**src/rtl/mba_pkg.sv**
```systemverilog
// Shared types, constants and the angle segment lookup for the meter ballistics block.
package mba_pkg;

	localparam int LVL_W     = 16;
	localparam int ANG_W     = 15;
	localparam int COEF_W    = 17;
	localparam int CFG_IDX_W = 2;
	localparam int GR_N      = 5;
	localparam int PK_N      = 6;
	localparam int OFF_W     = 14;
	localparam int SLOPE_W   = 5;
	localparam int DEN_W     = 4;
	localparam int RECIP_W   = 24;
	localparam int MAG_W     = 18;
	localparam int QUO_W     = 17;

	typedef logic signed [LVL_W-1:0] lvl_t;
	typedef logic signed [ANG_W-1:0] ang_t;
	typedef logic [COEF_W-1:0]       coef_t;

	localparam coef_t COEF_ONE  = 17'd65536;
	localparam lvl_t  REST_PEAK = -16'sd25600;
	localparam lvl_t  REST_GR   = 16'sd0;

	typedef enum logic [CFG_IDX_W-1:0] {
		CFG_SCALE_MODE = 2'd0,
		CFG_ATTACK     = 2'd1,
		CFG_RELEASE    = 2'd2
	} cfg_idx_t;

	typedef struct packed {
		logic  scale_mode;
		coef_t att_coeff;
		coef_t rel_coeff;
	} cfg_t;

	// Load strobes from the controller, one per datapath step.
	typedef struct packed {
		logic ld_in;
		logic ld_prod;
		logic ld_lvl;
		logic ld_num;
		logic ld_div;
		logic ld_out;
	} dp_cmd_t;

	// Breakpoints, Q8.8 dB and Q7.8 degrees.
	localparam lvl_t GR_DB  [GR_N] = '{16'sd0, 16'sd768, 16'sd1536, 16'sd2560, 16'sd5120};
	localparam ang_t GR_DEG [GR_N] = '{15'sd12800, 15'sd5120, -15'sd1280, -15'sd7168,
		-15'sd12800};
	localparam lvl_t PK_DB  [PK_N] = '{-16'sd15360, -16'sd6144, -16'sd3072, -16'sd1536,
		16'sd0, 16'sd1536};
	localparam ang_t PK_DEG [PK_N] = '{-15'sd12800, -15'sd5120, 15'sd1280, 15'sd6400,
		15'sd10240, 15'sd12800};

	// Each segment slope reduced to p/r. Rounded interpolation becomes
	// floor((2*off*p + r) / (2r)); RECIP is ceil(2^24 / 2r), exact for magnitudes
	// below 2^18.
	localparam logic [SLOPE_W-1:0] GR_P [GR_N-1] = '{5'd10, 5'd25, 5'd23, 5'd11};
	localparam logic [DEN_W-1:0]   GR_R [GR_N-1] = '{4'd1, 4'd3, 4'd4, 4'd5};
	localparam logic [RECIP_W-1:0] GR_RECIP [GR_N-1] = '{24'd8388608, 24'd2796203,
		24'd2097152, 24'd1677722};
	localparam logic [SLOPE_W-1:0] PK_P [PK_N-1] = '{5'd5, 5'd25, 5'd10, 5'd5, 5'd5};
	localparam logic [DEN_W-1:0]   PK_R [PK_N-1] = '{4'd6, 4'd12, 4'd3, 4'd2, 4'd3};
	localparam logic [RECIP_W-1:0] PK_RECIP [PK_N-1] = '{24'd1398102, 24'd699051,
		24'd2796203, 24'd4194304, 24'd2796203};

	typedef struct packed {
		logic               clamp;
		ang_t               base_deg;
		logic [OFF_W-1:0]   offset;
		logic [SLOPE_W-1:0] p;
		logic [DEN_W-1:0]   r;
		logic [RECIP_W-1:0] recip;
		logic               neg;
	} ang_setup_t;

	// Pick the segment that holds lvl and its constants; clamp outside the table.
	function automatic ang_setup_t angle_setup(input logic pk, input lvl_t lvl);
		ang_setup_t s;
		logic signed [LVL_W:0] off;
		s   = '0;
		off = '0;
		if (pk) begin
			s.neg = 1'b0;
			if (lvl <= PK_DB[0]) begin
				s.clamp    = 1'b1;
				s.base_deg = PK_DEG[0];
			end else if (lvl >= PK_DB[PK_N-1]) begin
				s.clamp    = 1'b1;
				s.base_deg = PK_DEG[PK_N-1];
			end else begin
				for (int i = PK_N-1; i >= 1; i--) begin
					if (lvl <= PK_DB[i]) begin
						s.base_deg = PK_DEG[i-1];
						off        = (LVL_W+1)'(lvl) - (LVL_W+1)'(PK_DB[i-1]);
						s.p        = PK_P[i-1];
						s.r        = PK_R[i-1];
						s.recip    = PK_RECIP[i-1];
					end
				end
			end
		end else begin
			s.neg = 1'b1;
			if (lvl <= GR_DB[0]) begin
				s.clamp    = 1'b1;
				s.base_deg = GR_DEG[0];
			end else if (lvl >= GR_DB[GR_N-1]) begin
				s.clamp    = 1'b1;
				s.base_deg = GR_DEG[GR_N-1];
			end else begin
				for (int i = GR_N-1; i >= 1; i--) begin
					if (lvl <= GR_DB[i]) begin
						s.base_deg = GR_DEG[i-1];
						off        = (LVL_W+1)'(lvl) - (LVL_W+1)'(GR_DB[i-1]);
						s.p        = GR_P[i-1];
						s.r        = GR_R[i-1];
						s.recip    = GR_RECIP[i-1];
					end
				end
			end
		end
		s.offset = off[OFF_W-1:0];
		return s;
	endfunction

endpackage

```
**src/rtl/mba_cfg_regs.sv**
```systemverilog
// Configuration registers with coefficient saturation at unity.
module mba_cfg_regs (
	input  logic                          clk,
	input  logic                          arst_n,
	input  logic                          cfg_wen,
	input  logic [mba_pkg::CFG_IDX_W-1:0] cfg_index,
	input  logic [mba_pkg::COEF_W-1:0]    cfg_wdata,
	output mba_pkg::cfg_t                 cfg
);

	mba_pkg::cfg_t  cfg_q;
	mba_pkg::coef_t coef_sat;

	// Saturate anything above unity to a snap coefficient.
	assign coef_sat = (cfg_wdata > mba_pkg::COEF_ONE) ? mba_pkg::COEF_ONE : cfg_wdata;

	always_ff @(posedge clk or negedge arst_n) begin
		if (!arst_n) begin
			cfg_q.scale_mode <= 1'b0;
			cfg_q.att_coeff  <= mba_pkg::COEF_ONE;
			cfg_q.rel_coeff  <= mba_pkg::COEF_ONE;
		end else if (cfg_wen) begin
			unique case (mba_pkg::cfg_idx_t'(cfg_index))
				mba_pkg::CFG_SCALE_MODE: cfg_q.scale_mode <= cfg_wdata[0];
				mba_pkg::CFG_ATTACK:     cfg_q.att_coeff  <= coef_sat;
				mba_pkg::CFG_RELEASE:    cfg_q.rel_coeff  <= coef_sat;
				default: ;
			endcase
		end
	end

	assign cfg = cfg_q;

endmodule

```
**src/rtl/mba_datapath.sv**
```systemverilog
// Ballistics and angle-map datapath: one-pole step, segment select, reciprocal divide.
module mba_datapath (
	input  logic             clk,
	input  logic             arst_n,
	input  mba_pkg::cfg_t    cfg,
	input  mba_pkg::dp_cmd_t cmd,
	input  mba_pkg::lvl_t    in_target,
	input  logic             in_req,
	input  logic             in_valid,
	output mba_pkg::lvl_t    out_level,
	output mba_pkg::ang_t    out_angle,
	output logic             out_changed
);

	localparam int PROD_W = 2 * mba_pkg::COEF_W + 1;
	localparam int NUM_W  = mba_pkg::OFF_W + mba_pkg::SLOPE_W + 2;
	localparam int OP_W   = mba_pkg::OFF_W + mba_pkg::SLOPE_W;
	localparam int QP_W   = mba_pkg::MAG_W + mba_pkg::RECIP_W;
	localparam int SUM_W  = mba_pkg::QUO_W + 1;

	mba_pkg::lvl_t       target_q;
	logic                req_q;
	mba_pkg::lvl_t       level_q;
	logic                changed_q;
	logic signed [PROD_W-1:0] prod_q;
	mba_pkg::ang_setup_t setup_q;
	logic [mba_pkg::MAG_W-1:0] mag_q;
	logic                flip_q;
	logic [mba_pkg::QUO_W-1:0] quo_q;
	mba_pkg::lvl_t       out_level_q;
	mba_pkg::ang_t       out_angle_q;
	logic                out_changed_q;

	logic signed [mba_pkg::LVL_W:0]   diff_c;
	logic signed [mba_pkg::COEF_W:0]  alpha_c;
	logic signed [PROD_W-1:0]         prod_c;
	logic signed [PROD_W-1:0]         rnd_c;
	mba_pkg::lvl_t                    next_c;
	logic [OP_W-1:0]                  op_c;
	logic [NUM_W-2:0]                 twop_c;
	logic signed [NUM_W-1:0]          num_c;
	logic [NUM_W-1:0]                 mag_c;
	logic [QP_W-1:0]                  qp_c;
	logic signed [SUM_W-1:0]          ang_sum_c;

	// One-pole step: rising targets take the attack coefficient.
	assign diff_c  = (mba_pkg::LVL_W+1)'(target_q) - (mba_pkg::LVL_W+1)'(level_q);
	assign alpha_c = $signed({1'b0, (target_q > level_q) ? cfg.att_coeff : cfg.rel_coeff});
	assign prod_c  = diff_c * alpha_c;

	// Round to nearest, ties up; the step stays between level and target.
	assign rnd_c   = prod_q + PROD_W'(32768);
	assign next_c  = req_q ? target_q : mba_pkg::lvl_t'(level_q + rnd_c[31:16]);

	// Signed numerator 2*off*p + r, folded to a magnitude for a floor divide.
	assign op_c    = setup_q.offset * setup_q.p;
	assign twop_c  = {op_c, 1'b0};
	assign num_c   = setup_q.neg
		? $signed(NUM_W'(setup_q.r)) - $signed({1'b0, twop_c})
		: $signed({1'b0, twop_c}) + $signed(NUM_W'(setup_q.r));
	assign mag_c   = num_c[NUM_W-1]
		? NUM_W'(-num_c) + NUM_W'({setup_q.r, 1'b0}) - NUM_W'(1)
		: NUM_W'(num_c);

	assign qp_c    = mag_q * setup_q.recip;

	assign ang_sum_c = flip_q
		? SUM_W'(setup_q.base_deg) - $signed({1'b0, quo_q})
		: SUM_W'(setup_q.base_deg) + $signed({1'b0, quo_q});

	// Kept level is the only state here that needs a reset value.
	always_ff @(posedge clk or negedge arst_n) begin
		if (!arst_n) begin
			level_q <= '0;
		end else if (cmd.ld_lvl) begin
			level_q <= next_c;
		end
	end

	always_ff @(posedge clk) begin
		if (cmd.ld_in) begin
			target_q <= in_valid ? in_target
				: (cfg.scale_mode ? mba_pkg::REST_PEAK : mba_pkg::REST_GR);
			req_q    <= in_req;
		end
		if (cmd.ld_prod) begin
			prod_q <= prod_c;
		end
		if (cmd.ld_lvl) begin
			changed_q <= (next_c != level_q);
			setup_q   <= mba_pkg::angle_setup(cfg.scale_mode, next_c);
		end
		if (cmd.ld_num) begin
			mag_q  <= mag_c[mba_pkg::MAG_W-1:0];
			flip_q <= num_c[NUM_W-1];
		end
		if (cmd.ld_div) begin
			quo_q <= qp_c[mba_pkg::RECIP_W +: mba_pkg::QUO_W];
		end
		if (cmd.ld_out) begin
			out_level_q   <= level_q;
			out_changed_q <= changed_q;
			out_angle_q   <= setup_q.clamp ? setup_q.base_deg
				: ang_sum_c[mba_pkg::ANG_W-1:0];
		end
	end

	assign out_level   = out_level_q;
	assign out_angle   = out_angle_q;
	assign out_changed = out_changed_q;

endmodule

```
**src/rtl/mba_ctrl.sv**
```systemverilog
// Sequencing controller: steps one beat through the datapath and owns the handshakes.
module mba_ctrl (
	input  logic             clk,
	input  logic             arst_n,
	input  logic             s_tvalid,
	input  logic             m_tready,
	output logic             s_tready,
	output logic             m_tvalid,
	output mba_pkg::dp_cmd_t cmd
);

	typedef enum logic [2:0] {
		ST_IDLE,
		ST_MUL,
		ST_LVL,
		ST_NUM,
		ST_DIV,
		ST_FIN
	} state_t;

	state_t state_q;
	logic   s_tready_q;
	logic   m_tvalid_q;
	logic   accept;
	logic   slot_free;

	assign accept    = s_tvalid && s_tready_q;
	assign slot_free = !m_tvalid_q || m_tready;

	always_comb begin
		cmd         = '0;
		cmd.ld_in   = accept;
		cmd.ld_prod = (state_q == ST_MUL);
		cmd.ld_lvl  = (state_q == ST_LVL);
		cmd.ld_num  = (state_q == ST_NUM);
		cmd.ld_div  = (state_q == ST_DIV);
		cmd.ld_out  = (state_q == ST_FIN) && slot_free;
	end

	always_ff @(posedge clk or negedge arst_n) begin
		if (!arst_n) begin
			state_q    <= ST_IDLE;
			s_tready_q <= 1'b1;
			m_tvalid_q <= 1'b0;
		end else begin
			// Raise the result on the output load; otherwise drop it once taken.
			if ((state_q == ST_FIN) && slot_free) begin
				m_tvalid_q <= 1'b1;
			end else if (m_tvalid_q && m_tready) begin
				m_tvalid_q <= 1'b0;
			end
			unique case (state_q)
				ST_IDLE: begin
					if (accept) begin
						state_q    <= ST_MUL;
						s_tready_q <= 1'b0;
					end
				end
				ST_MUL: state_q <= ST_LVL;
				ST_LVL: state_q <= ST_NUM;
				ST_NUM: state_q <= ST_DIV;
				ST_DIV: state_q <= ST_FIN;
				ST_FIN: begin
					if (slot_free) begin
						state_q    <= ST_IDLE;
						s_tready_q <= 1'b1;
					end
				end
				default: state_q <= ST_IDLE;
			endcase
		end
	end

	assign s_tready = s_tready_q;
	assign m_tvalid = m_tvalid_q;

endmodule

```
**src/rtl/meter_ballistics_angle_map_unit.sv**
```systemverilog
// Each input beat steps through accept, product, level, numerator, reciprocal product and
// output load before its result beat; the result then holds until the sink takes it.
// The single sequencer walks each beat through the three dependent multiplies and takes no
// new beat until its output load; a held result therefore also holds off the next input.
// Reset (arst_n low, asynchronous): level 0 dB, gain-reduction scale, both coefficients
// at unity, no result pending, input ready.
module meter_ballistics_angle_map_unit (
	input  logic                          clk,
	input  logic                          arst_n,
	// Input stream
	input  logic                          s_tvalid,
	output logic                          s_tready,
	input  logic [15:0]                   s_tdata,   // [15:0] target_db
	input  logic [1:0]                    s_tuser,   // [0] req_type, [1] target_valid
	// Result stream
	output logic                          m_tvalid,
	input  logic                          m_tready,
	output logic [31:0]                   m_tdata,   // [15:0] level_db, [30:16] needle_angle,
	                                                 // [31] zero
	output logic [0:0]                    m_tuser,   // [0] level_changed
	// Configuration writes
	input  logic                          cfg_wen,
	input  logic [mba_pkg::CFG_IDX_W-1:0] cfg_index,
	input  logic [mba_pkg::COEF_W-1:0]    cfg_wdata
);

	mba_pkg::cfg_t    cfg;
	mba_pkg::dp_cmd_t cmd;
	mba_pkg::lvl_t    out_level;
	mba_pkg::ang_t    out_angle;
	logic             out_changed;

	// Scale select and attack/release coefficients; the user writes only while idle (not enforced).
	mba_cfg_regs u_cfg (
		.clk       (clk),
		.arst_n    (arst_n),
		.cfg_wen   (cfg_wen),
		.cfg_index (cfg_index),
		.cfg_wdata (cfg_wdata),
		.cfg       (cfg)
	);

	// Sequencer: accept a beat, advance it one datapath step per cycle, then load
	// the output register as soon as it is free.
	mba_ctrl u_ctrl (
		.clk      (clk),
		.arst_n   (arst_n),
		.s_tvalid (s_tvalid),
		.m_tready (m_tready),
		.s_tready (s_tready),
		.m_tvalid (m_tvalid),
		.cmd      (cmd)
	);

	// Datapath: swap in the resting level for an invalid target, take the one-pole
	// step (or load on preview), then interpolate the needle angle.
	mba_datapath u_dp (
		.clk         (clk),
		.arst_n      (arst_n),
		.cfg         (cfg),
		.cmd         (cmd),
		.in_target   (mba_pkg::lvl_t'(s_tdata)),
		.in_req      (s_tuser[0]),
		.in_valid    (s_tuser[1]),
		.out_level   (out_level),
		.out_angle   (out_angle),
		.out_changed (out_changed)
	);

	// Pack the result beat, lowest field first.
	assign m_tdata    = {1'b0, out_angle, out_level};
	assign m_tuser[0] = out_changed;

endmodule

```
**config.mk**
```make
export PLATFORM = sky130hd
export DESIGN_NAME = meter_ballistics_angle_map_unit
export DESIGN_NICKNAME = d
export VERILOG_FILES = /design/src/rtl/mba_pkg.sv /design/src/rtl/mba_cfg_regs.sv /design/src/rtl/mba_datapath.sv /design/src/rtl/mba_ctrl.sv /design/src/rtl/meter_ballistics_angle_map_unit.sv
export SDC_FILE = /design/constraint.sdc
export NUM_CORES = 2
export LEC_CHECK = 0
export ABC_AREA = 1
export BUFFER_PORTS_ARGS = -buffer_cell sky130_fd_sc_hd__buf_2
export CAP_MARGIN = 40
export CORE_MARGIN = 3
export CORE_UTILIZATION = 65
export CTS_CLUSTER_DIAMETER = 150
export DETAILED_ROUTE_END_ITERATION = 12
export PLACE_DENSITY = 0.91
export SYNTH_ARGS = -nofsm -noshare
export SYNTH_HDL_FRONTEND = slang
export SYNTH_SLANG_ARGS = --single-unit
```
**constraint.sdc**
```tcl
create_clock -name clk -period 19.4 [get_ports clk]
set_input_delay 2.91 -clock clk [delete_from_list [all_inputs] [get_ports clk]]
set_output_delay 2.91 -clock clk [all_outputs]
set_load 0.1 [all_outputs]
```
Word-level counts from Yosys, hierarchy flattened
Cells that the tools add are included.
Widths: inputs -> output; s select.

storage, ports and cells
  logic and storage cells = 142
  flip-flop bits (word level) = 236

operators by class
  reductions and logical operators = 14
  equal/unequal tests = 10
  mux-type cells = 61
  add/sub/neg operators = 17
  $lt $le $gt $ge = 13
  multipliers = 3

operators with widths
  kind                    count
  $mux 33                 9
  $mux 14                 17
  $mux 15                 10
  $mux 16                 6
  $mux 32                 2
  $mux 31                 2
  $sub 14x12->14 const B  3
  $mul 18x24->39          1
  $mux 17                 2
  $mux 34                 1
  $add 32x17->32 const B  1
  $le 16x12->1 const B    2
  $le 16x13->1 const B    2
  $le 16x14->1 const B    2
  $mul 17x18->32          1
  $sub 14x13->14 const B  2
  $add 20x4->21           1
  $mux 21                 1
  $sub 4x20->21           1
  $mul 14x5->19           1
  $add 18x5->18           1
  $mux 18                 1
  $neg 18->18             1
  $pmux 3 s6              1
  32 further kinds        47

Longest topological paths before layout
  depth after elaboration = 12
  gate-level depth with buffers = 39
  mapped depth without buffers = 37

Modules after synthesis
A second synthesis with hierarchy kept.

second synthesis, totals
  cells, all modules = 4,350
  area total of the unflattened synthesis = 33,947.6 um^2

by module, submodules not included
  module                           area each (um^2)  cells an instance  instances
  mba_datapath                     32,162.1          4,145              1
  mba_cfg_regs                     1,492.7           168                1
  mba_ctrl                         281.5             35                 1
  meter_ballistics_angle_map_unit  11.3              2                  1

Least setup slack after synthesis
No wires, ideal clock.

  kind = register -> register
  from = register u_dp.target_q[0]
  to = register u_dp.prod_q[25], data pin
  library setup time = 0.252 ns
  buffers on the path = 0
  cell stages (with the launch flop) = 33
  data arrival time = 7.160 ns
  required time = 19.148 ns
  period minus slack after synthesis = 7.412 ns
  path slack = 11.988 ns
  cells stage by stage = edfxtp_1 inv_1 ha_1 inv_1 fa_1 a21oi_1 o21bai_1 a31oi_1 o21ai_1 a21oi_1 o21ai_1 nand3_1 nand2_1 xor2_2 clkinv_1 nand2_1 fa_1 fa_1 inv_1 fa_1 fa_1 fa_1 inv_1 fa_1 inv_1 ha_1 nand2_1 nor2_1 inv_1 o311ai_0 nand2_1 nand3_1 nand2_1

on the way
  cells in the longest elaborated chain, start to end = 3
  elaborated cells between the ends (all ways) = 4
  classes of those cells = add/sub: 1; mul: 1; order compare: 1; mux: 1

ends and longest elaborated chain
  what                       line                text
  start: declaration         mba_datapath.sv:21  mba_pkg::lvl_t target_q;
  start signal: assignment   mba_datapath.sv:82  target_q <= in_valid ? in_target
  $gt 16x16->1               mba_datapath.sv:48  assign alpha_c = $signed({1'b0, (target_q > level_q) ? cfg.att_coeff : cfg.rel_coeff});
  $mux 17                    mba_datapath.sv:48
  $mul 17x18->32 (*)         mba_datapath.sv:49  assign prod_c = diff_c * alpha_c;
  named net u_dp.prod_c[25]  mba_datapath.sv:36  logic signed [PROD_W-1:0] prod_c;
  end signal: assignment     mba_datapath.sv:87  prod_q <= prod_c;
  end: declaration           mba_datapath.sv:25  logic signed [PROD_W-1:0] prod_q;

The timed path passes the listed nets; every way through them passes the cells marked *.
A chain may end at the register's enable or synchronous reset.

Worst setup path in the final report
  from = register u_dp.level_q[0]
  to = register u_dp.prod_q[25], data pin

on the way
  cells in the longest elaborated chain, start to end = 3
  elaborated cells between the ends (all ways) = 4
  classes of those cells = add/sub: 1; mul: 1; order compare: 1; mux: 1

ends and longest elaborated chain
  what                       line                text
  start: declaration         mba_datapath.sv:23  mba_pkg::lvl_t level_q;
  start signal: assignment   mba_datapath.sv:76  level_q <= next_c;
  $gt 16x16->1               mba_datapath.sv:48
  $mux 17                    mba_datapath.sv:48
  $mul 17x18->32 (*)         mba_datapath.sv:49
  named net u_dp.prod_c[25]  mba_datapath.sv:36

Marks and branches as above.

==> results.yml <==
detailed_routing:
  vias_per_cell: 5.711
  drtAntennaViolNets: 0
  wl_mm: 94.50
  first_pass_iters: 9
  m1WireLength_mm: 34.91
  met2_length_mm: 44.74
  wl_met3_mm: 9.132
  vias: 29190
  drc: 0
  wl_per_cell_um: 18.49
  drtIter0Drc: 2721
  top_layer_used: "met5"
critical_path:
  worst_setup_path_start_kind: "register"
  cp_max_fo: 9
  cp_slowest_cell: "o311ai_0"
  timing.critical_path.mode_cell: "fa_1"
  cp_top_family: "adder cells"
  required_ns: 19.66
  max_stage_delay_ns: 0.58
  worst-path-buf-inv: 6
  worstSetupEndpointType: "register"
  arrival_ns: 8.97
  worstSetupPathType: "register to register"
timing:
  setup_violations: 0
  finalHoldViolCount: 0
  fin_ws_ns: 10.68
  setup_tns_ns: 0
  finalCritPeriodShare: 0.4494
  fin_crit_ns: 8.718
  clock_skew_ns: 0.01362
  worst_pin_slew_ns: 0.9406
  drv_slew: 0
  fmax_mhz: 114.7
  maxSlewHeadroom: 0.3684
  rsz0062_at_grt: "false"
logic_synthesis:
  synth_top_cells_by_area: "fa_1, edfxtp_1, inv_1"
  syn_area_mm2: 0.03394
  ys_types: 65
  yosys_warnings: 0
  synthFlopType: "edfxtp_1"
  synth_area_leader_cell: "fa_1"
  postSynthCellCount: 4385
  synth_edf_count: 141
  ys_ff_latch: 197
  seq_area_frac_synth: 0.1661
  yosys.area.top_type_share: 0.2890
  syn_avg_cell_area_um2: 7.741
  async_flop_share: 0.2843
  synth_nets: 5207
die:
  fp.dieH_um: 234.5
  ioPinCount: 77
  start_util: 0.6590
  die_w_um: 234.5
  die_area_mm2: 0.05500
  placementRows: 83
  core_area_mm2: 0.05151
clocking:
  cts_root_buf: "clkbuf_16"
  insertion_delay_ns: 0.50
  path_clk_slew_ns: 0.08
  cts_tree: "yes"
  cts_buffers: 17
  postCtsResizedCells: 0
  post_cts_buffers: 0
  cts_sinks: 197
  cts_hold_buf: 0
  cts_buffer_depth: 2
  h-tree-depth: 4
place:
  finalWeightedCongestion: 1.049
  hpwlAfterDp_mm: 79.86
  dp_slack_ns: 10.89
  port_buffers: 75
run:
  max_cap_violations: 0
global_route:
  grt_pass1_vias: 29910
  grt_usage: 0.3604
  grt_antenna_before_repair: 1
  grt_max_degree: 57
  grt_overflow: 0
  grt_pass1_wl_mm: 154.0
min_path:
  hold_path.class: "register to register"
layout:
  drive_above_1_share: 0.05598
  n_fill_cell: 4065
  mostFrequentLayoutCells: "inv_1, nand2_1, fa_1"
  syn2layout_area_growth_pct: 5.087
  final_common_cell: "inv_1"
  antennaDiodeCount: 0
  finalNetCount: 5239
outcome:
  status: "completed"
==> routing by layer <==
metal	up-vias	GRT usage
li1	13340	-
met3	406	0.08846
met1	13880	0.4434
met5	-	0
met2	1553	0.5916
met4	2	0.1882
==> synthesized netlist by cell type, drive strengths merged, types with 15 or more instances <==
cell type,number
nand4,50
nand2,1054
nand3b,15
fa,490
inv,1087
or2,17
nand3,158
o21ai,200
xor2,87
edfxtp,141
dfrtp,53
nor3,39
a21oi,143
xnor2,27
buf,16
nor2,354
clkbuf,70
ha,290
==> cells by family (layout without fill, tap and decap cells) <==
logic type,Yosys count,after routing,share of synthesized area
buf+inv,1184,1229,0.1323
simple gates,1710,1710,0.2091
mux,1,1,0.0002949
compound gates,398,398,0.06650
flops,197,197,0.1661
xor+xnor,114,114,0.02964
other cells,1,1,0.0001105
fa+ha+maj,780,780,0.3959
==> stage by stage <==
stage	hold slack, ns	instance area (µm²)	util	cells
2_1_floorplan	0.4003	33940	-	4385
3_3_place_gp	0.4055	34960	0.6788	5071
3_5_place_dp	0.4412	35070	0.6809	5078
4_1_cts	0.4590	35670	0.6925	5110
5_1_grt	0.4661	35670	0.6925	5110
6_report	0.4556	35670	0.6925	5110
==> registers in the layout, summed over array words and instances (netlist names) <==
register          flops
u_cfg.cfg            35
u_ctrl.m_tvalid       1
u_ctrl.s_tready       1
u_ctrl.state_q        3
u_dp.changed_q        1
u_dp.flip_q           1
u_dp.level_q         16
u_dp.mag_q           18
u_dp.out_angle       15
u_dp.out_changed      1
u_dp.out_level       16
u_dp.prod_q          17
u_dp.quo_q           15
u_dp.req_q            1
u_dp.setup_q         40
u_dp.target_q        16
==> layout make-up <==
class | instances | area (µm²) | area share
clock buffer | 23 | 510.5 | 0.01431
clock inverter | 9 | 83.83 | 0.002350
inverter | 1098 | 4121 | 0.1155
multi-input combinational | 3004 | 23850 | 0.6686
sequential | 197 | 5639 | 0.1581
tap | 680 | 850.8 | 0.02385
timing repair buffer | 99 | 614.3 | 0.01722
==> worst paths after layout <==
path | start | end | slack (ns) | depth (start not counted)
max | u_dp.level_q[0] | u_dp.prod_q[25] | 10.68 | 31
min | u_dp.changed_q | u_dp.out_changed | 0.46 | 0
max reg2reg | u_dp.level_q[0] | u_dp.prod_q[25] | 10.68 | 31
min reg2reg | u_dp.changed_q | u_dp.out_changed | 0.46 | 0
max in group asynchronous | arst_n | u_cfg.cfg[32] | 16.26 | 2
min in group asynchronous | arst_n | u_dp.level_q[9] | 2.55 | 2
==> worst reg2reg max path: cells and delay by family (launching register included) <==
family / cells / cell delay (ns)
compound gates: 7 / 1.62
xor+xnor: 1 / 0.47
fa+ha+maj: 9 / 4.13
buf+inv: 6 / 0.87
flops: 1 / 0.46
simple gates: 8 / 0.93
Power is not shown: default switching activity piles up to over one toggle a cycle in this logic, so the estimate is an artifact.
